===== src/mrts_pkg.sv =====
// Shared types and constants for the media range token scanner.
// Used by mrts_scan and media_range_token_scanner; no dependencies.
package mrts_pkg;

  localparam int MAX_HEADER_BYTES = 1024;
  localparam int MAX_RANGES       = 16;

  localparam int POS_W  = 10;
  localparam int LEN_W  = 10;
  localparam int RIDX_W = 4;
  localparam int BC_W   = $clog2(MAX_HEADER_BYTES + 2);
  localparam int RC_W   = $clog2(MAX_RANGES + 1);

  localparam logic [7:0] CHAR_SLASH = 8'h2F;
  localparam logic [7:0] CHAR_SEMI  = 8'h3B;
  localparam logic [7:0] CHAR_COMMA = 8'h2C;

  typedef enum logic [3:0] {
    ST_WS            = 4'd0,
    ST_TYPE          = 4'd1,
    ST_TYPE_LWS      = 4'd2,
    ST_SUB_START     = 4'd3,
    ST_SUB_START_LWS = 4'd4,
    ST_SUBTYPE       = 4'd5,
    ST_SUB_LWS       = 4'd6,
    ST_PARAM         = 4'd7,
    ST_DEAD          = 4'd8
  } scan_state_t;

  typedef enum logic [2:0] {
    KIND_COMMA     = 3'd0,
    KIND_SEMI      = 3'd1,
    KIND_END       = 3'd2,
    KIND_ERROR     = 3'd3,
    KIND_END_EMPTY = 3'd4
  } report_kind_t;

  typedef enum logic [1:0] {
    ERR_NONE       = 2'd0,
    ERR_UNEXPECTED = 2'd1,
    ERR_INCOMPLETE = 2'd2,
    ERR_OVERFLOW   = 2'd3
  } error_code_t;

  typedef struct packed {
    report_kind_t        kind;
    error_code_t         err;
    logic [RIDX_W-1:0]   range_index;
    logic [POS_W-1:0]    type_start;
    logic [LEN_W-1:0]    type_length;
    logic [POS_W-1:0]    subtype_start;
    logic [LEN_W-1:0]    subtype_length;
    logic                header_done;
  } report_t;

endpackage


===== src/mrts_scan.sv =====
// Scanner state and per-byte next-state logic for the media range token scanner.
// Depends on mrts_pkg; one step is taken for each byte presented with step high.
module mrts_scan (
  input  logic                          clk,
  input  logic                          rst_n,
  input  logic                          step,
  input  logic [7:0]                    byte_value,
  input  logic                          last_byte,
  input  logic [mrts_pkg::POS_W-1:0]    start_offset,
  output logic                          res_valid,
  output mrts_pkg::report_t             res
);

  mrts_pkg::scan_state_t          st_r, st_nxt;
  logic [mrts_pkg::POS_W-1:0]     pos_r, pos_nxt;
  logic [mrts_pkg::POS_W-1:0]     tmark_r, tmark_nxt;
  logic [mrts_pkg::LEN_W-1:0]     tlen_r, tlen_nxt;
  logic [mrts_pkg::POS_W-1:0]     smark_r, smark_nxt;
  logic [mrts_pkg::LEN_W-1:0]     slen_r, slen_nxt;
  logic [mrts_pkg::RC_W-1:0]      rc_r, rc_nxt;
  logic [mrts_pkg::BC_W-1:0]      bc_r, bc_nxt;
  logic                           fresh_r, fresh_nxt;

  logic                           tok, lws, overflow, param_comma;
  logic                           fail_req, fin_req, empty_req;
  mrts_pkg::error_code_t          fail_code;
  mrts_pkg::report_kind_t         fin_kind;
  mrts_pkg::scan_state_t          fin_next;

  function automatic logic is_tchar(input logic [7:0] c);
    is_tchar = (c inside {[8'h61:8'h7A], [8'h41:8'h5A], [8'h30:8'h39],
                          8'h2D, 8'h2E, 8'h21, 8'h25, 8'h2A, 8'h5F, 8'h2B,
                          8'h60, 8'h27, 8'h7E});
  endfunction

  function automatic logic is_lws(input logic [7:0] c);
    is_lws = (c inside {8'h20, 8'h09, 8'h0D, 8'h0A});
  endfunction

  function automatic logic [mrts_pkg::LEN_W-1:0] inc_sat(input logic [mrts_pkg::LEN_W-1:0] v);
    inc_sat = (&v) ? v : v + mrts_pkg::LEN_W'(1);
  endfunction

  assign tok = is_tchar(byte_value);
  assign lws = is_lws(byte_value);

  always_comb begin
    pos_nxt     = fresh_r ? start_offset : pos_r + mrts_pkg::POS_W'(1);
    bc_nxt      = (bc_r <= mrts_pkg::BC_W'(mrts_pkg::MAX_HEADER_BYTES)) ?
                  bc_r + mrts_pkg::BC_W'(1) : bc_r;
    overflow    = bc_nxt > mrts_pkg::BC_W'(mrts_pkg::MAX_HEADER_BYTES);
    fresh_nxt   = 1'b0;
    st_nxt      = st_r;
    tmark_nxt   = tmark_r;
    tlen_nxt    = tlen_r;
    smark_nxt   = smark_r;
    slen_nxt    = slen_r;
    rc_nxt      = rc_r;
    param_comma = 1'b0;
    fail_req    = 1'b0;
    fail_code   = mrts_pkg::ERR_NONE;
    fin_req     = 1'b0;
    fin_kind    = mrts_pkg::KIND_COMMA;
    fin_next    = mrts_pkg::ST_WS;
    empty_req   = 1'b0;

    // Per-byte scan, deciding at most one request.
    if (st_r != mrts_pkg::ST_DEAD && overflow) begin
      fail_req  = 1'b1;
      fail_code = mrts_pkg::ERR_OVERFLOW;
    end else begin
      case (st_r)
        mrts_pkg::ST_WS: begin
          if (tok) begin
            st_nxt    = mrts_pkg::ST_TYPE;
            tmark_nxt = pos_nxt;
            tlen_nxt  = mrts_pkg::LEN_W'(1);
          end else if (!lws) begin
            fail_req  = 1'b1;
            fail_code = mrts_pkg::ERR_UNEXPECTED;
          end
        end
        mrts_pkg::ST_TYPE: begin
          if (tok) begin
            tlen_nxt = inc_sat(tlen_r);
          end else if (lws) begin
            st_nxt = mrts_pkg::ST_TYPE_LWS;
          end else if (byte_value == mrts_pkg::CHAR_SLASH) begin
            st_nxt = mrts_pkg::ST_SUB_START;
          end else begin
            fail_req  = 1'b1;
            fail_code = mrts_pkg::ERR_UNEXPECTED;
          end
        end
        mrts_pkg::ST_TYPE_LWS: begin
          if (byte_value == mrts_pkg::CHAR_SLASH) begin
            st_nxt = mrts_pkg::ST_SUB_START;
          end else if (!lws) begin
            fail_req  = 1'b1;
            fail_code = mrts_pkg::ERR_UNEXPECTED;
          end
        end
        mrts_pkg::ST_SUB_START, mrts_pkg::ST_SUB_START_LWS: begin
          if (lws) begin
            st_nxt = mrts_pkg::ST_SUB_START_LWS;
          end else if (tok) begin
            st_nxt    = mrts_pkg::ST_SUBTYPE;
            smark_nxt = pos_nxt;
            slen_nxt  = mrts_pkg::LEN_W'(1);
          end else begin
            fail_req  = 1'b1;
            fail_code = mrts_pkg::ERR_UNEXPECTED;
          end
        end
        mrts_pkg::ST_SUBTYPE, mrts_pkg::ST_SUB_LWS: begin
          if (st_r == mrts_pkg::ST_SUBTYPE && tok) begin
            slen_nxt = inc_sat(slen_r);
          end else if (lws) begin
            st_nxt = mrts_pkg::ST_SUB_LWS;
          end else if (byte_value == mrts_pkg::CHAR_SEMI) begin
            fin_req  = 1'b1;
            fin_kind = mrts_pkg::KIND_SEMI;
            fin_next = mrts_pkg::ST_PARAM;
          end else if (byte_value == mrts_pkg::CHAR_COMMA) begin
            fin_req  = 1'b1;
            fin_kind = mrts_pkg::KIND_COMMA;
            fin_next = mrts_pkg::ST_WS;
          end else begin
            fail_req  = 1'b1;
            fail_code = mrts_pkg::ERR_UNEXPECTED;
          end
        end
        mrts_pkg::ST_PARAM: begin
          if (byte_value == mrts_pkg::CHAR_COMMA) begin
            st_nxt      = mrts_pkg::ST_WS;
            param_comma = 1'b1;
          end
        end
        default: begin
          st_nxt = mrts_pkg::ST_DEAD;
        end
      endcase
    end

    // End of header with nothing reported yet for this byte.
    if (last_byte && !fail_req && !fin_req && st_nxt != mrts_pkg::ST_DEAD) begin
      if (st_nxt == mrts_pkg::ST_PARAM || param_comma) begin
        empty_req = 1'b1;
      end else if (st_nxt == mrts_pkg::ST_SUBTYPE || st_nxt == mrts_pkg::ST_SUB_LWS) begin
        fin_req  = 1'b1;
        fin_kind = mrts_pkg::KIND_END;
        fin_next = mrts_pkg::ST_WS;
      end else begin
        fail_req  = 1'b1;
        fail_code = mrts_pkg::ERR_INCOMPLETE;
      end
    end

    // A finished range beyond the limit turns into an error.
    if (fin_req && rc_r >= mrts_pkg::RC_W'(mrts_pkg::MAX_RANGES)) begin
      fin_req   = 1'b0;
      fail_req  = 1'b1;
      fail_code = mrts_pkg::ERR_OVERFLOW;
    end

    res       = '0;
    res_valid = fail_req || fin_req || empty_req;
    if (fail_req) begin
      st_nxt   = mrts_pkg::ST_DEAD;
      res.kind = mrts_pkg::KIND_ERROR;
      res.err  = fail_code;
    end else if (fin_req) begin
      st_nxt             = fin_next;
      res.kind           = fin_kind;
      res.range_index    = rc_r[mrts_pkg::RIDX_W-1:0];
      res.type_start     = tmark_nxt;
      res.type_length    = tlen_nxt;
      res.subtype_start  = smark_nxt;
      res.subtype_length = slen_nxt;
      rc_nxt             = rc_r + mrts_pkg::RC_W'(1);
    end else if (empty_req) begin
      res.kind = mrts_pkg::KIND_END_EMPTY;
    end
    res.header_done = last_byte && res_valid;

    if (last_byte) begin
      st_nxt    = mrts_pkg::ST_WS;
      tmark_nxt = '0;
      tlen_nxt  = '0;
      smark_nxt = '0;
      slen_nxt  = '0;
      rc_nxt    = '0;
      bc_nxt    = '0;
      fresh_nxt = 1'b1;
    end
  end

  always_ff @(posedge clk) begin
    if (!rst_n) begin
      st_r    <= mrts_pkg::ST_WS;
      pos_r   <= '0;
      tmark_r <= '0;
      tlen_r  <= '0;
      smark_r <= '0;
      slen_r  <= '0;
      rc_r    <= '0;
      bc_r    <= '0;
      fresh_r <= 1'b1;
    end else if (step) begin
      st_r    <= st_nxt;
      pos_r   <= pos_nxt;
      tmark_r <= tmark_nxt;
      tlen_r  <= tlen_nxt;
      smark_r <= smark_nxt;
      slen_r  <= slen_nxt;
      rc_r    <= rc_nxt;
      bc_r    <= bc_nxt;
      fresh_r <= fresh_nxt;
    end
  end

`ifndef SYNTHESIS
  // The last byte of a header always leaves the scanner ready for a new header.
  a_restart_after_last: assert property (@(posedge clk) disable iff (!rst_n)
    step && last_byte |=> st_r == mrts_pkg::ST_WS && rc_r == '0 && fresh_r)
    else $error("scanner not restarted after last byte");

  // Without a step the scanner state and position hold.
  a_hold_without_step: assert property (@(posedge clk) disable iff (!rst_n)
    !step |=> $stable(st_r) && $stable(pos_r) && $stable(rc_r))
    else $error("scanner state changed without a step");

  // Every range reported mid-header advances the range count by one.
  a_range_count_step: assert property (@(posedge clk) disable iff (!rst_n)
    step && res_valid && !last_byte &&
    (res.kind == mrts_pkg::KIND_COMMA || res.kind == mrts_pkg::KIND_SEMI)
    |=> rc_r == $past(rc_r) + mrts_pkg::RC_W'(1))
    else $error("range count did not advance with a reported range");
`endif

endmodule


===== src/media_range_token_scanner.sv =====
// Top level of the media range token scanner: stream ports, input and result registers.
// Depends on mrts_pkg and mrts_scan.
//
// Usage: the header value arrives on the in_ channel one byte per beat, with in_tlast
// high on its final byte. Each byte produces zero or one report beat on the out_
// channel; out_tuser carries the report kind: a media range (ended on ',', ';' or the
// end of the header, with type and subtype offsets and lengths in out_tdata), an error,
// or an end of header that closed no new range. out_tlast marks the report made for a header's final byte.
// cfg_wr_en writes the buffer offset of the first byte of a header; it is used from
// the next header onwards and should be written while the block is idle.
// A byte accepted into the input register is scanned from there when the result register
// is free or being drained, and its report, if any, is loaded into the result register.
// Throughput is one byte per cycle while the receiver does not stall, set by the single
// scan step between the input register and the result register.
// When the receiver stalls, the pending report holds on the out_ ports and the byte
// behind it waits in the input register, whether it reports or not; in_tready drops
// only once both are occupied.
// Reset (rst_n low, synchronous) empties both registers, clears the offset to zero and
// returns the scanner to the start of a header.
module media_range_token_scanner (
  input  logic        clk,
  input  logic        rst_n,
  input  logic        in_tvalid,
  output logic        in_tready,
  input  logic [7:0]  in_tdata,   // [7:0] byte_value
  input  logic        in_tlast,   // last_byte
  output logic        out_tvalid,
  input  logic        out_tready,
  output logic [47:0] out_tdata,  // [1:0] error_code, [5:2] range_index,
                                  // [15:6] type_start, [25:16] type_length,
                                  // [35:26] subtype_start, [45:36] subtype_length,
                                  // [47:46] zero
  output logic [2:0]  out_tuser,  // [2:0] report_kind
  output logic        out_tlast,  // header_done
  input  logic        cfg_wr_en,
  input  logic [9:0]  cfg_wr_data // start_offset
);

  logic                          in_v_r;
  logic [7:0]                    in_byte_r;
  logic                          in_last_r;
  logic                          out_v_r;
  mrts_pkg::report_t             out_res_r;
  logic [mrts_pkg::POS_W-1:0]    start_offset_r;

  logic                          step;
  logic                          res_valid;
  mrts_pkg::report_t             res;

  // The held byte is scanned whenever the result register is free or being drained.
  assign step      = in_v_r && (!out_v_r || out_tready);
  assign in_tready = !in_v_r || step;

  mrts_scan u_scan (
    .clk          (clk),
    .rst_n        (rst_n),
    .step         (step),
    .byte_value   (in_byte_r),
    .last_byte    (in_last_r),
    .start_offset (start_offset_r),
    .res_valid    (res_valid),
    .res          (res)
  );

  always_ff @(posedge clk) begin
    if (!rst_n) begin
      in_v_r         <= 1'b0;
      out_v_r        <= 1'b0;
      start_offset_r <= '0;
    end else begin
      if (in_tready) begin
        in_v_r <= in_tvalid;
      end
      if (step) begin
        out_v_r <= res_valid;
      end else if (out_tready) begin
        out_v_r <= 1'b0;
      end
      if (cfg_wr_en) begin
        start_offset_r <= cfg_wr_data;
      end
    end
  end

  always_ff @(posedge clk) begin
    if (in_tready && in_tvalid) begin
      in_byte_r <= in_tdata;
      in_last_r <= in_tlast;
    end
    if (step && res_valid) begin
      out_res_r <= res;
    end
  end

  assign out_tvalid = out_v_r;
  assign out_tlast  = out_res_r.header_done;
  assign out_tuser  = out_res_r.kind;
  assign out_tdata  = {2'b0, out_res_r.subtype_length, out_res_r.subtype_start,
                       out_res_r.type_length, out_res_r.type_start,
                       out_res_r.range_index, out_res_r.err};

`ifndef SYNTHESIS
  // Error reports carry a code and no range fields.
  a_error_fields: assert property (@(posedge clk) disable iff (!rst_n)
    out_tvalid && out_res_r.kind == mrts_pkg::KIND_ERROR
    |-> out_res_r.err != mrts_pkg::ERR_NONE && out_res_r.range_index == '0 &&
        out_res_r.type_start == '0 && out_res_r.type_length == '0)
    else $error("error report with range fields or without a code");

  // Only error reports carry an error code.
  a_no_code_otherwise: assert property (@(posedge clk) disable iff (!rst_n)
    out_tvalid && out_res_r.kind != mrts_pkg::KIND_ERROR
    |-> out_res_r.err == mrts_pkg::ERR_NONE)
    else $error("non-error report with an error code");

  // End-of-header kinds are always the last report of their header.
  a_end_kinds_last: assert property (@(posedge clk) disable iff (!rst_n)
    out_tvalid && (out_res_r.kind == mrts_pkg::KIND_END ||
                   out_res_r.kind == mrts_pkg::KIND_END_EMPTY)
    |-> out_tlast)
    else $error("end-of-header report without header_done");
`endif

endmodule

===== config.mk =====
export PLATFORM = sky130hd
export DESIGN_NAME = media_range_token_scanner
export DESIGN_NICKNAME = d
export VERILOG_FILES = /design/src/mrts_pkg.sv /design/src/mrts_scan.sv /design/src/media_range_token_scanner.sv
export SDC_FILE = /design/constraint.sdc
export NUM_CORES = 1
export LEC_CHECK = 0
export ABC_CLOCK_PERIOD_IN_PS = 4800
export BUFFER_PORTS_ARGS = -buffer_cell sky130_fd_sc_hd__buf_2
export CAP_MARGIN = 5
export CORE_MARGIN = 1
export CORE_UTILIZATION = 54
export DETAILED_ROUTE_END_ITERATION = 12
export PLACE_DENSITY = 0.77
export SETUP_SLACK_MARGIN = 0.5
export SYNTH_ARGS = -nofsm -noshare
export SYNTH_HDL_FRONTEND = slang
export SYNTH_SLANG_ARGS = --single-unit

===== constraint.sdc =====
create_clock -name clk -period 4.8 [get_ports clk]
set_input_delay 0.48 -clock clk [delete_from_list [all_inputs] [get_ports clk]]
set_output_delay 0.48 -clock clk [all_outputs]
set_load 0.02 [all_outputs]

# [Word-level counts from Yosys, hierarchy flattened]
# Index checks and enable logic that the tools add are counted.
[word_totals] ff_bits=142 latch_bits=0 mem_bits_rw=0 rom_bits=0 inputBits=24 out_inout_bits=54 wordCells=214 memories=0
[classes] add_sub_neg=5 n_mul=0 n_div=0 order_cmp=9 eq_ne=30 shifts=0 n_mux=113 bitwise_logic=1 n_reduce_logical=34
[op_table] cell="two-way mux 10 bit" count=21
[op_table] cell="== test 8 x 6 -> 1 bit, second input constant" count=11
[op_table] cell="two-way mux 4 bit" count=20
[op_table] cell="one-hot mux 10 bit (2 select lines)" count=2
[op_table] cell="two-way mux 1 bit" count=39
[op_table] cell="adder 10 x 1 -> 10 bit, second input constant" count=3
[op_table] cell="two-way mux 3 bit" count=10
[op_table] cell="== test 4 x 3 -> 1 bit, second input constant" count=7
[op_table] cell="two-way mux 2 bit" count=13
[op_table] cell="== test 8 x 4 -> 1 bit, second input constant" count=3
[op_table] cell="== test 8 x 7 -> 1 bit, second input constant" count=3
[op_table] cell="one-hot mux 4 bit (6 select lines)" count=1
[op_table] cell="two-way mux 11 bit" count=2
[op_table] cell="AND reduction 10 bit" count=2
[op_table] cell="greater-or-equal comparator 8 x 7 -> 1 bit, second input constant" count=2
[op_table] cell="<= comparator 8 x 7 -> 1 bit, second input constant" count=2
[op_table] cell="two-way mux 5 bit" count=3
[op_table] cell="logical AND 1 bit" count=13
[op_table] cell="nonzero test 13 bit" count=1
[op_table] cell="adder 11 x 1 -> 11 bit, second input constant" count=1
[op_table] cell="greater-than comparator 11 bit, second input constant" count=1
[op_table] cell="<= comparator 11 bit, second input constant" count=1
[op_table] cell="one-hot mux 2 bit (5 select lines)" count=1
[op_table] cell="== test 4 x 2 -> 1 bit, second input constant" count=2
[op_table] cell="16 further kinds" count=28

# [Logic depth before layout (Yosys ltp)]
# Gate-level depths: netlist of the first run.
[logic_depth] word_depth=17 ltp_mapped=13 ltp_nobuf=12

# [Hierarchy]
# From an unflattened synthesis of the first run, not the netlist that was laid out.
[hier_totals] hier_cells=860 area_unflattened_um2=7749.9
[modules_own_cells] module="mrts_scan" n_inst=1 cells_per_inst=753 area_each_um2=5482.8 seq_area_each_um2=1421.4
[modules_own_cells] module="media_range_token_scanner" n_inst=1 cells_per_inst=107 area_each_um2=2267.2 seq_area_each_um2=2011.9

# [Worst setup path before layout of the first run]
# No wires, ideal clock.
[synth_timing] path_kind="register to register" startpoint="reg u_scan.bc_r[0] in the netlist's numbering" endpoint="reg out_res_r, in the netlist out_tdata[0] (enable)" setup_time_ns=0.476 arrival_ns=4.714 required_time_ns=4.324 path_slack_ns=-0.390 stages_incl_launch_ff=10 path_buffers=0 synth_period_minus_slack_ns=5.190 path_cell_list="dfxtp_1 > ha_1 > nand3_1 > nor4_1 > xor2_1 > nor4b_4 > a21oi_1 > mux2i_1 > o21ai_0 > a21oi_1"
[synth_via] elab_chain_len=15 word_cells_on_any_way=34 classes_between="1 x add/sub; 2 x order compare; 4 x eq/ne; 15 x mux; 12 x reduce/logical"
[synth_rtl] item="start: declaration" line="mrts_scan.sv:21" rtl="logic [mrts_pkg::BC_W-1:0] bc_r, bc_nxt;"
[synth_rtl] item="start signal: assignment" line="mrts_scan.sv:217" rtl="bc_r <= bc_nxt;"
[synth_rtl] item="adder 11 x 1 -> 11 bit / <= comparator 11 bit (equally long branches)" line="mrts_scan.sv:50, mrts_scan.sv:49"
[synth_rtl] item="two-way mux 11 bit (*)" line="mrts_scan.sv:49" rtl="bc_nxt = (bc_r <= mrts_pkg::BC_W'(mrts_pkg::MAX_HEADER_BYTES)) ?"
[synth_rtl] item="greater-than comparator 11 bit (*)" line="mrts_scan.sv:51" rtl="overflow = bc_nxt > mrts_pkg::BC_W'(mrts_pkg::MAX_HEADER_BYTES);"
[synth_rtl] item="logical AND 1 bit (*)" line="mrts_scan.sv:68" rtl="if (st_r != mrts_pkg::ST_DEAD && overflow) begin"
[synth_rtl] item="two-way mux 4 bit / two-way mux 1 bit (equally long branches)" line="mrts_scan.sv:68"
[synth_rtl] item="== test 4 x 3 -> 1 bit / logical NOT 1 bit (equally long branches)" line="mrts_scan.sv:149, mrts_scan.sv:146"
[synth_rtl] item="logical OR 1 bit / logical AND 1 bit (equally long branches)" line="mrts_scan.sv:149, mrts_scan.sv:146"
[synth_rtl] item="two-way mux 1 bit / logical AND 1 bit (equally long branches)" line="mrts_scan.sv:149, mrts_scan.sv:146"
[synth_rtl] item="two-way mux 1 bit / logical AND 1 bit (equally long branches)" line="mrts_scan.sv:147, mrts_scan.sv:146"
[synth_rtl] item="two-way mux 1 bit" line="mrts_scan.sv:146" rtl="if (last_byte && !fail_req && !fin_req && st_nxt != mrts_pkg::ST_DEAD) begin"
[synth_rtl] item="logical AND 1 bit" line="mrts_scan.sv:160" rtl="if (fin_req && rc_r >= mrts_pkg::RC_W'(mrts_pkg::MAX_RANGES)) begin"
[synth_rtl] item="two-way mux 1 bit" line="mrts_scan.sv:160"
[synth_rtl] item="logical OR 1 bit" line="mrts_scan.sv:167" rtl="res_valid = fail_req || fin_req || empty_req;"
[synth_rtl] item="logical OR 1 bit (*)" line="mrts_scan.sv:167"
[synth_rtl] item="logical AND 1 bit (*)" line="media_range_token_scanner.sv:90" rtl="if (step && res_valid) begin"
[synth_rtl] item="end signal: assignment" line="media_range_token_scanner.sv:91" rtl="out_res_r <= res;"
[synth_rtl] item="end: declaration" line="media_range_token_scanner.sv:43" rtl="mrts_pkg::report_t out_res_r;"
# Mark *: on every way between the ends. The rest lies on a longest branch, timed or not.
# A chain may end at the register's enable or synchronous reset.

# [Final worst setup path of the first run]
[layout_timing] startpoint="reg u_scan.bc_r[0] in the netlist's numbering" endpoint="reg out_res_r, in the netlist out_tdata[7], data pin"
[layout_via] elab_chain_len=14 word_cells_on_any_way=32 classes_between="1 x add/sub; 2 x order compare; 4 x eq/ne; 14 x mux; 1 x bitwise; 10 x reduce/logical"
[layout_rtl] item="adder 11 x 1 -> 11 bit / <= comparator 11 bit (equally long branches)" line="mrts_scan.sv:50, mrts_scan.sv:49"
[layout_rtl] item="two-way mux 11 bit (*)" line="mrts_scan.sv:49"
[layout_rtl] item="greater-than comparator 11 bit (*)" line="mrts_scan.sv:51"
[layout_rtl] item="logical AND 1 bit (*)" line="mrts_scan.sv:68"
[layout_rtl] item="two-way mux 4 bit / two-way mux 1 bit (equally long branches)" line="mrts_scan.sv:68"
[layout_rtl] item="== test 4 x 3 -> 1 bit / logical NOT 1 bit (equally long branches)" line="mrts_scan.sv:149, mrts_scan.sv:146"
[layout_rtl] item="logical OR 1 bit / logical AND 1 bit (equally long branches)" line="mrts_scan.sv:149, mrts_scan.sv:146"
[layout_rtl] item="two-way mux 1 bit / logical AND 1 bit (equally long branches)" line="mrts_scan.sv:149, mrts_scan.sv:146"
[layout_rtl] item="two-way mux 1 bit / logical AND 1 bit (equally long branches)" line="mrts_scan.sv:147, mrts_scan.sv:146"
[layout_rtl] item="two-way mux 1 bit" line="mrts_scan.sv:146"
[layout_rtl] item="logical AND 1 bit" line="mrts_scan.sv:160"
[layout_rtl] item="two-way mux 1 bit" line="mrts_scan.sv:160"
[layout_rtl] item="NOT 1 bit (no line)"
[layout_rtl] item="OR reduction 2 bit (no line)"
# Marked as above.

==> results of run 1 <==
==> area by class of cell <==
type / instances / area share (%)
clock inverters: 15 / 1.77
inverters: 14 / 0.604
well taps: 180 / 2.59
multi-input cells: 649 / 45.4
clock buffers: 17 / 4.89
flip-flops and latches: 142 / 39.5
repair buffers: 86 / 5.27
==> routing by layer <==
metal  up-vias  global-route usage [%]  wire length (um)
met2       276                    37.6              7750
met4         0                    9.80               342
met5         -                       0                 0
met3        29                    5.97              1380
li1       3220                       -                 -
met1      3032                    35.0              8140
==> power by group through the flow <==
stage	Sequential, mW	Combinational, mW	Clock (mW)
global placement	1.35	0.244	0
CTS	1.33	0.247	1.30
finish	1.33	0.248	1.28
floorplan	1.38	0.142	0
detailed placement	1.35	0.246	0
global route	1.33	0.267	1.35
==> worst max-delay path, stage by stage (launching register included) <==
cell and delay (ps):
dfxtp_1 440, ha_1 240, nand3_1 240, nor4_1 410, xor2_1 210, nor4b_4 380
a21boi_1 150, nor3_1 570, and4_1 390, a21oi_4 70, buf_4 330, a211oi_1 260
==> cell usage after synthesis, types with 13 or more instances <==
library cell / instances / share of area (%)
nand2_1: 125 / 6.1
dfxtp_1: 83 / 22
edfxtp_1: 59 / 23
nor2_1: 51 / 2.5
a21oi_1: 49 / 3.2
nor2b_1: 49 / 4.0
clkbuf_1: 47 / 2.3
o21ai_0: 47 / 3.1
and2_1: 31 / 2.5
nand3_1: 28 / 1.8
nor3_1: 23 / 1.5
mux2i_1: 17 / 2.2
and3_1: 16 / 1.3
a22oi_1: 15 / 1.5
inv_1: 14 / 0.69
xor2_1: 13 / 1.5
==> cells in the final DEF, fill, tap and decap left out, types with 11 or more instances in the layout <==
cell,n
xor2_1,13
edfxtp_1,59
a21oi_1,47
o21ai_0,47
mux2i_1,17
nand2_1,125
clkbuf_16,17
buf_2,75
nand4_1,11
dfxtp_1,83
nor2b_1,49
buf_4,11
nor3_1,22
inv_1,14
a32oi_1,11
nor2_1,51
a22oi_1,15
and2_1,31
nand3_1,28
and3_1,16
==> how the worst max path moves through the flow <==
stage                                             end  slack [ps]  cells past startpoint                         from
after detailed placement   out_tdata[7]$_SDFFCE_PP0P_        1010                     11  u_scan.bc_r[0]$_SDFFE_PN0P_
after global routing      out_tdata[27]$_SDFFCE_PP0P_         580                     11  u_scan.bc_r[0]$_SDFFE_PN0P_
after floorplan            out_tdata[0]$_SDFFCE_PN0P_         590                      9  u_scan.bc_r[0]$_SDFFE_PN0P_
final                      out_tdata[7]$_SDFFCE_PP0P_         920                     11  u_scan.bc_r[0]$_SDFFE_PN0P_
after global placement    u_scan.rc_r[1]$_SDFFE_PN0P_        1100                     11  u_scan.bc_r[0]$_SDFFE_PN0P_
after CTS                  out_tdata[7]$_SDFFCE_PP0P_        1010                     11  u_scan.bc_r[0]$_SDFFE_PN0P_
==> sequential cells by signal, summed over array words and instances, names as in the netlist, 3 cells and up <==
register,count
start_offset_r,10
u_scan.rc_r,5
u_scan.smark_r,10
in_byte_r,8
u_scan.bc_r,11
out_tdata,46
out_tuser,3
u_scan.st_r,4
u_scan.slen_r,10
u_scan.tlen_r,10
u_scan.pos_r,10
u_scan.tmark_r,10
==> through the flow <==
step                cells  hold slack, ps
floorplan             866             455
global placement     1071             472
detailed placement   1071             477
CTS                  1103             210
global route         1103             209
finish               1103             222
==> kinds of logic (layout without fill, tap and decap cells) <==
family                   after synthesis  count (layout)  synth area share, %
buffers and inverters                 75             132                 4.04
AND/OR/NAND/NOR                      384             384                 26.3
adder cells (fa/ha/maj)                6               6                0.981
AO/OA/AOI/OAI                        219             219                 19.1
multiplexers                          17              17                 2.22
XOR/XNOR                              21              21                 2.40
flip-flops                           142             142                 44.9
other                                  1               2               0.0490
==> results_dict.tcl, run 1 <==
set metrics [dict create \
    finalCoreUtilization_pct 62.6 \
    syn-instance-count 865 \
    r2r_slack_ps 920 \
    finalWorstPathRequiredPeriod_ps 3880 \
    post_cts.resized_instances 0 \
    area_growth_pct 13.6 \
    final_net_count 940 \
    via_count 6557 \
    hold_path_startpoint "in_tdata[5]" \
    multi_input_area_sq_mm 0.00395 \
    share_seq_of_total_power_pct 46.5 \
    first_global_vias 5856 \
    hold-path-cell-count 1 \
    drt_drc_violations_left 0 \
    maxCapViolations 0 \
    grt_antenna_before_repair 0 \
    coreArea_sq_mm 0.0139 \
    period_share_pct 80.8 \
    grt_max_degree 85 \
    die-area_sq_mm 0.0147 \
    rr_startpoint "u_scan.bc_r[0]$_SDFFE_PN0P_" \
    power.share.combinational_pct 8.7 \
    setup_viol_count_final 0 \
    fmaxAchievable_mhz 258 \
    internal_power_mw 2.11 \
    worst_ep_required_time_ps 5060 \
    n_fill_cell 1172 \
    total_power_mw 2.85 \
    layout-drive-gt1-share_pct 15.5 \
    p_clk_share_pct 44.8 \
    portBuffers 75 \
    timing.slew.headroom_pct 29.5 \
    post-place-ws_ps 1010 \
    cp_max_fo 47 \
    htree_num_levels 4 \
    final_max_slew_viol_count 0 \
    syn_avg_cell_area_sq_um 8.85 \
    die-height_um 121 \
    final_hold_viol_count 0 \
    mappedNetlistArea_sq_mm 0.00765 \
    worstSetupStartpointType "register" \
    numCtsBuffers 17 \
    std_cell_rows 43 \
    totalWireLength_mm 17.6 \
    synth.ff_latch_count 142 \
    gp_congestion 0.905 \
    postCtsSetupRepairBufs 0 \
    timing.clock.skew_ps 7.04 \
    placement.cell_area_sq_mm 0.00812 \
    run_status "finished clean" \
    clock_sink_count 142 \
    tritoncts_clock_tree "built" \
    timing_worst_setup_path_type "register to register" \
    synth-async-reset-ratio_pct 0 \
    floorplan.initialDensity_pct 55.1 \
    synth_enable_flop_cells 59 \
    r2r-end "out_tdata[7]$_SDFFCE_PP0P_" \
    ios 78 \
    timing.critical_path.to_type "register" \
    wl_per_cell_um 16.0 \
    worst-r2r-cell-count 11 \
    die_x_um 121 \
    power.leakage_nw 2.99 \
    grtUsageTotal_pct 25.1 \
    power-per-cell-area_mw_per_mm2 328 \
    cts-root-to-sink-buffers 2 \
    net-switching-power_mw 0.748 \
    ant_nets 0 \
    ff_latch_area_sq_mm 0.00343 \
    worst_ir_drop_vdd_mv 0.177 \
    detail_route.iter0.violations 784 \
    path_clk_slew_ps 60 \
    n_antenna_cell 0 \
    fin_setup_tns_ps 0 \
    rsz_0062_raised_after_global_routing "no" \
    dp_hpwl_mm 11.7 \
    clock_insertion_delay_worst_skew_ps 430 \
    cp_data_arrival_time_ps 4130 \
    grt_remaining_overflow 0 \
    grt_first_pass_wirelength_mm 28.7 \
    worst_tran_pin_value_ps 1050 \
    synthesis.yosys.warnings 0 \
    ys_types 79 \
    ys_seq_area_share_pct 44.9 \
    cts-root-buf "clkbuf_16" \
    dr.pass1.iters 5 \
    worstHoldPathType "input port to register" \
    post_layout_inst_area_sq_mm 0.00869 \
    postSynth.topFlopCell "dfxtp_1" \
    worst_hold_path.endpoint "in_byte_r[5]$_DFFE_PP_" \
    drt-vias-per-instance 5.94 \
    post_cts_hold_buffer_count 0 \
    power.share.switching_pct 26.2 \
    worst_slack_ps 921 \
]
Note: power is estimated with default switching activity, not from simulation.
==> run 2, diff against run 1 <==
ABC_CLOCK_PERIOD_IN_PS = 3700   (was 4800)
CORE_UTILIZATION = 60   (was 54)
PLACE_DENSITY = 0.81   (was 0.77)
clock period = 3.7 ns   (was 4.8 ns; I/O delays follow)
==> results_dict.tcl, run 2 (same netlist as run 1, synthesis figures left out) <==
set metrics [dict create \
    floorplan.initialDensity_pct 62.7 \
    wl_per_cell_um 18.5 \
    cp_max_fo 8 \
    coreArea_sq_mm 0.0122 \
    post_cts_hold_buffer_count 0 \
    tritoncts_clock_tree "built" \
    grt_remaining_overflow 0 \
    wl_met1_mm 8.95 \
    worstSetupStartpointType "register" \
    clock_sink_count 142 \
    finalCoreUtilization_pct 79.2 \
    die-area_sq_mm 0.0132 \
    final_net_count 991 \
    dr.pass1.iters 7 \
    power.share.combinational_pct 10.5 \
    std_cell_rows 40 \
    portBuffers 75 \
    highest_metal_used "met4" \
    largest_register_ff_count 46 \
    clock_insertion_delay_worst_skew_ps 430 \
    total_power_mw 3.95 \
    net-switching-power_mw 0.967 \
    met2WireLength_mm 9.82 \
    fin_setup_tns_ps 0 \
    worstHoldPathType "input port to register" \
    wl_met3_mm 1.62 \
    p_clk_share_pct 46.0 \
    numCtsBuffers 17 \
    cts-root-to-sink-buffers 2 \
    instances_no_fill 1142 \
    ant_nets 0 \
    final_max_slew_viol_count 0 \
    finalWorstPathRequiredPeriod_ps 3250 \
    grt_first_pass_wirelength_mm 31.4 \
    ios 78 \
    die_x_um 115 \
    drt-vias-per-instance 6.31 \
    path_clk_slew_ps 60 \
    layout_common_cells "nand2_1 (124), dfxtp_1 (77), buf_2 (75)" \
    cts-root-buf "clkbuf_16" \
    period_share_pct 87.8 \
    r2r_slack_ps 450 \
    totalWireLength_mm 21.1 \
    maxCapViolations 0 \
    layout-drive-gt1-share_pct 25.8 \
    ff_latch_area_sq_mm 0.00345 \
    htree_num_levels 4 \
    setup_viol_count_final 0 \
    via_count 7204 \
    grtUsageTotal_pct 30.7 \
    worst_ir_drop_vdd_mv 0.335 \
    n_antenna_cell 0 \
    share_seq_of_total_power_pct 43.4 \
    timing.slew.headroom_pct 35.1 \
    fmaxAchievable_mhz 308 \
    crit_path_cell_chain "inv_4 > ha_4 > nor4b_4 > a31oi_4 > or3_4 > a22oi_2 > buf_6 > a31oi_2 > a211o_1 > xnor2_2 > a21oi_4 > buf_12 > clkbuf_16 > a21oi_1" \
    timing_worst_setup_path_type "register to register" \
    power-per-cell-area_mw_per_mm2 409 \
    cpPeakStageDelay_ps 420 \
    run_status "finished clean" \
    area_growth_pct 26.3 \
    power.share.switching_pct 24.5 \
    power.leakage_nw 3.40 \
    placedCellCount 1068 \
    gp_congestion 0.948 \
    dp_hpwl_mm 13.0 \
    drt_drc_violations_left 0 \
    final_hold_viol_count 0 \
    die-height_um 115 \
    n_fill_cell 817 \
    grt_antenna_before_repair 0 \
    grt_max_degree 84 \
    detail_route.iter0.violations 775 \
    cpMaxStageDelayCell "or3_4" \
    worst_hold_slack_ps 110 \
    worst_ep_required_time_ps 3880 \
    timing.critical_path.to_type "register" \
    rsz_0062_raised_after_global_routing "yes" \
    cp_data_arrival_time_ps 3430 \
    multi_input_area_sq_mm 0.00432 \
    internal_power_mw 2.99 \
    first_global_vias 6400 \
    worst_tran_pin_value_ps 964 \
    layout.cells.most_common "nand2_1" \
    timing.clock.skew_ps 11.3 \
]
-- run 2: cell count changes in the layout (fill, tap and decap cells not counted), moves of 4 or more --
cell and delta:
buf_4 +34, buf_12 +7, buf_6 +7, dfxtp_1 -6, nor3_1 -5, nor3_2 +5
a21oi_1 -4, dfxtp_2 +4, inv_6 -4, o21ai_0 -4
-- run 2: what timing repair did --
item | CTS | global route
endpoints found under the hold margin | 0 | 0
setup buffers | 15 | 23
resized for setup | 14 | 66
setup endpoints to repair | 63 | 136
cloned | 1 | 3
pin swaps | 6 | 24
-- run 2: final cells by class --
type	instances	area share, %
clock buffers	18	4.54
inverters	14	0.595
well taps	168	2.17
clock inverters	14	1.94
multi-input cells	649	44.7
repair buffers	137	10.4
flip-flops and latches	142	35.6
-- run 2: worst paths after layout --
kind	cells past startpoint	endpoint	start
setup reg to reg	14	out_tdata[14]$_SDFFCE_PP0P_	u_scan.bc_r[0]$_SDFFE_PN0P_
hold / removal	1	in_byte_r[7]$_DFFE_PP_	in_tdata[7]
hold reg to reg	2	u_scan.pos_r[9]$_SDFFE_PN0P_	u_scan.pos_r[9]$_SDFFE_PN0P_
setup / recovery	14	out_tdata[14]$_SDFFCE_PP0P_	u_scan.bc_r[0]$_SDFFE_PN0P_
-- run 2: power by group through the flow --
stage	clock network, mW	logic, mW	registers (mW)
finish	1.82	0.416	1.72
global route	1.88	0.440	1.72
CTS	1.83	0.365	1.72
detailed placement	0	0.333	1.75
global placement	0	0.326	1.75
floorplan	0	0.188	1.79
-- run 2: routing by layer --
metal  vias up  GRT usage [%]
met5         -              0
met4         0           12.4
met3        61           6.96
met2       391           49.3
met1      3428           40.2
li1       3324              -
-- run 2: stage by stage --
stage | setup slack, ps | cell area [sq um]
3_3_place_gp | 404 | 8240
4_1_cts | 518 | 9100
2_1_floorplan | 372 | 7710
6_report | 450 | 9670
3_5_place_dp | 348 | 8240
5_1_grt | 365 | 9670
-- run 2: critical path, delay by kind of cell, from the launching register on --
family                   cells  cell delay (ps)
AO/OA/AOI/OAI                6             1070
AND/OR/NAND/NOR              2              680
buffers and inverters        4              560
flip-flops                   1              380
XOR/XNOR                     1              190
adder cells (fa/ha/maj)      1              120
==> run 3, diff against run 2 <==
REMOVE_ABC_BUFFERS = 1   (was default)
==> results_dict.tcl, run 3 (same netlist as run 1, synthesis figures left out) <==
set metrics [dict create \
    final_net_count 992 \
    portBuffers 75 \
    worst_path_most_repeated_cell "buf_4" \
    multi_input_area_sq_mm 0.00437 \
    worst_tran_pin_value_ps 1010 \
    wl_per_cell_um 20.1 \
    cp_max_fo 6 \
    n_antenna_cell 0 \
    grt_max_degree 84 \
    layout.cells.most_common "nand2_1" \
    worst-r2r-cell-count 14 \
    dr.pass1.iters 5 \
    dp_hpwl_mm 12.8 \
    first_global_vias 6612 \
    period_share_pct 90.0 \
    gp_congestion 0.931 \
    power.leakage_nw 3.43 \
    setup_viol_count_final 0 \
    htree_num_levels 4 \
    detail_route.iter0.violations 853 \
    path_clk_slew_ps 60 \
    cpPeakStageDelay_ps 370 \
    timing.clock.skew_ps 6.31 \
    layout-drive-gt1-share_pct 27.5 \
    ios 78 \
    std_cell_rows 40 \
    final_hold_viol_count 0 \
    drt_drc_violations_left 0 \
    hold-path-cell-count 1 \
    worstHoldPathType "input port to register" \
    grt_first_pass_wirelength_mm 33.0 \
    instances_no_fill 1143 \
    highest_metal_used "met4" \
    finalWorstPathRequiredPeriod_ps 3330 \
    worstSetupStartpointType "register" \
    worst_ep_required_time_ps 3890 \
    ff_latch_area_sq_mm 0.00345 \
    power-per-cell-area_mw_per_mm2 403 \
    grt_antenna_before_repair 0 \
    cp_data_arrival_time_ps 3520 \
    path_buf_inv 5 \
    area_growth_pct 27.7 \
    clock_insertion_delay_worst_skew_ps 430 \
    clock_sink_count 142 \
    post_cts_hold_buffer_count 0 \
    crit_path_cell_chain "buf_4 > buf_4 > or2_2 > a311o_1 > o41ai_4 > nor4b_4 > buf_4 > a21o_1 > mux2i_4 > xnor2_2 > a21oi_4 > buf_8 > clkbuf_16 > a21oi_1" \
    wl_met1_mm 8.83 \
    grt_remaining_overflow 0 \
    family_of_cells_with_the_greatest_summed_delay_on_the_critical_path "compound AO/OA/AOI/OAI gates" \
    timing.critical_path.to_type "register" \
    placedCellCount 1066 \
    wl_met3_mm 2.35 \
    share_seq_of_total_power_pct 43.8 \
    timing_worst_setup_path_type "register to register" \
    via_count 7385 \
    die-height_um 115 \
    cts-root-buf "clkbuf_16" \
    drt-vias-per-instance 6.46 \
    totalWireLength_mm 22.9 \
    die_x_um 115 \
    met2WireLength_mm 10.9 \
    cts-root-to-sink-buffers 2 \
    floorplan.initialDensity_pct 62.7 \
    ant_nets 0 \
    die-area_sq_mm 0.0132 \
    n_fill_cell 747 \
    cpMaxStageDelayCell "dfxtp_4" \
    tritoncts_clock_tree "built" \
    grtUsageTotal_pct 32.7 \
    timing.slew.headroom_pct 32.2 \
    run_status "finished clean" \
    power.share.combinational_pct 10.2 \
    fmaxAchievable_mhz 300 \
    internal_power_mw 2.98 \
    largest_register_ff_count 46 \
    final_max_slew_viol_count 0 \
    coreArea_sq_mm 0.0122 \
    layout_common_cells "nand2_1 (123), dfxtp_1 (76), buf_2 (75)" \
    numCtsBuffers 17 \
    power.share.switching_pct 24.3 \
    worst_ir_drop_vdd_mv 0.359 \
    p_clk_share_pct 45.9 \
    net-switching-power_mw 0.955 \
    rsz_0062_raised_after_global_routing "yes" \
    maxCapViolations 0 \
    timing.critical_path.depth 14 \
    finalCoreUtilization_pct 80.0 \
]
## run 3: cell types whose count changed in the layout (fill, tap and decap cells not counted), moves of 3 or more
| cell | change |
|---|---|
| nor2_4 | +7 |
| buf_6 | +3 |
| nor2_1 | -8 |
| buf_4 | -4 |
| a21oi_1 | -13 |
| a21oi_2 | +13 |
| clkbuf_16 | +3 |
| buf_12 | -4 |
## run 3: path summary, 6_finish.rpt
check	to	slack, ps	startpoint
worst max-delay path	out_tdata[39]$_SDFFCE_PP0P_	370	u_scan.bc_r[0]$_SDFFE_PN0P_
worst min-delay path	in_byte_r[7]$_DFFE_PP_	110	in_tdata[7]
worst max register to register	out_tdata[39]$_SDFFCE_PP0P_	370	u_scan.bc_r[0]$_SDFFE_PN0P_
worst min register to register	u_scan.slen_r[5]$_SDFFE_PN0P_	500	u_scan.slen_r[5]$_SDFFE_PN0P_
## run 3: power groups by stage
stage	clock network, mW	registers (mW)	logic [mW]
final	1.81	1.73	0.403
after global routing	1.88	1.73	0.427
after CTS	1.81	1.72	0.354
after detailed placement	0	1.76	0.325
after global placement	0	1.76	0.320
after floorplan	0	1.80	0.150
## run 3: area by class of cell
type                            instances  area share (%)
Sequential cell                       142            35.3
Multi-Input combinational cell        650            44.7
Inverter                               14           0.589
Tap cell                              168            2.15
Clock inverter                         10            1.36
Clock buffer                           22            5.07
Timing Repair Buffer                  137            10.8
## run 3: timing repair
item,CTS,global route
pin swaps,11,30
gates resized for setup,34,83
buffers inserted,21,14
setup endpoints to repair,147,139
cloned,3,7
## run 3: through the flow
stage / hold slack, ps / power [mW] / area (sq um) / setup WS (ps) / TNS, ps
3_3_place_gp: 473 / 2.08 / 8180 / 213 / 0
2_1_floorplan: 455 / 1.95 / 7400 / -1730 / -137610
4_1_cts: 104 / 3.89 / 9200 / 507 / 0
3_5_place_dp: 493 / 2.08 / 8180 / 11.1 / 0
6_report: 107 / 3.94 / 9770 / 370 / 0
5_1_grt: 106 / 4.03 / 9770 / 319 / 0
## run 3: metal layers
metal	vias up	track usage, %
li1	3321	-
met1	3474	41.6
met2	497	53.1
met3	93	7.22
met4	0	15.3
met5	-	0
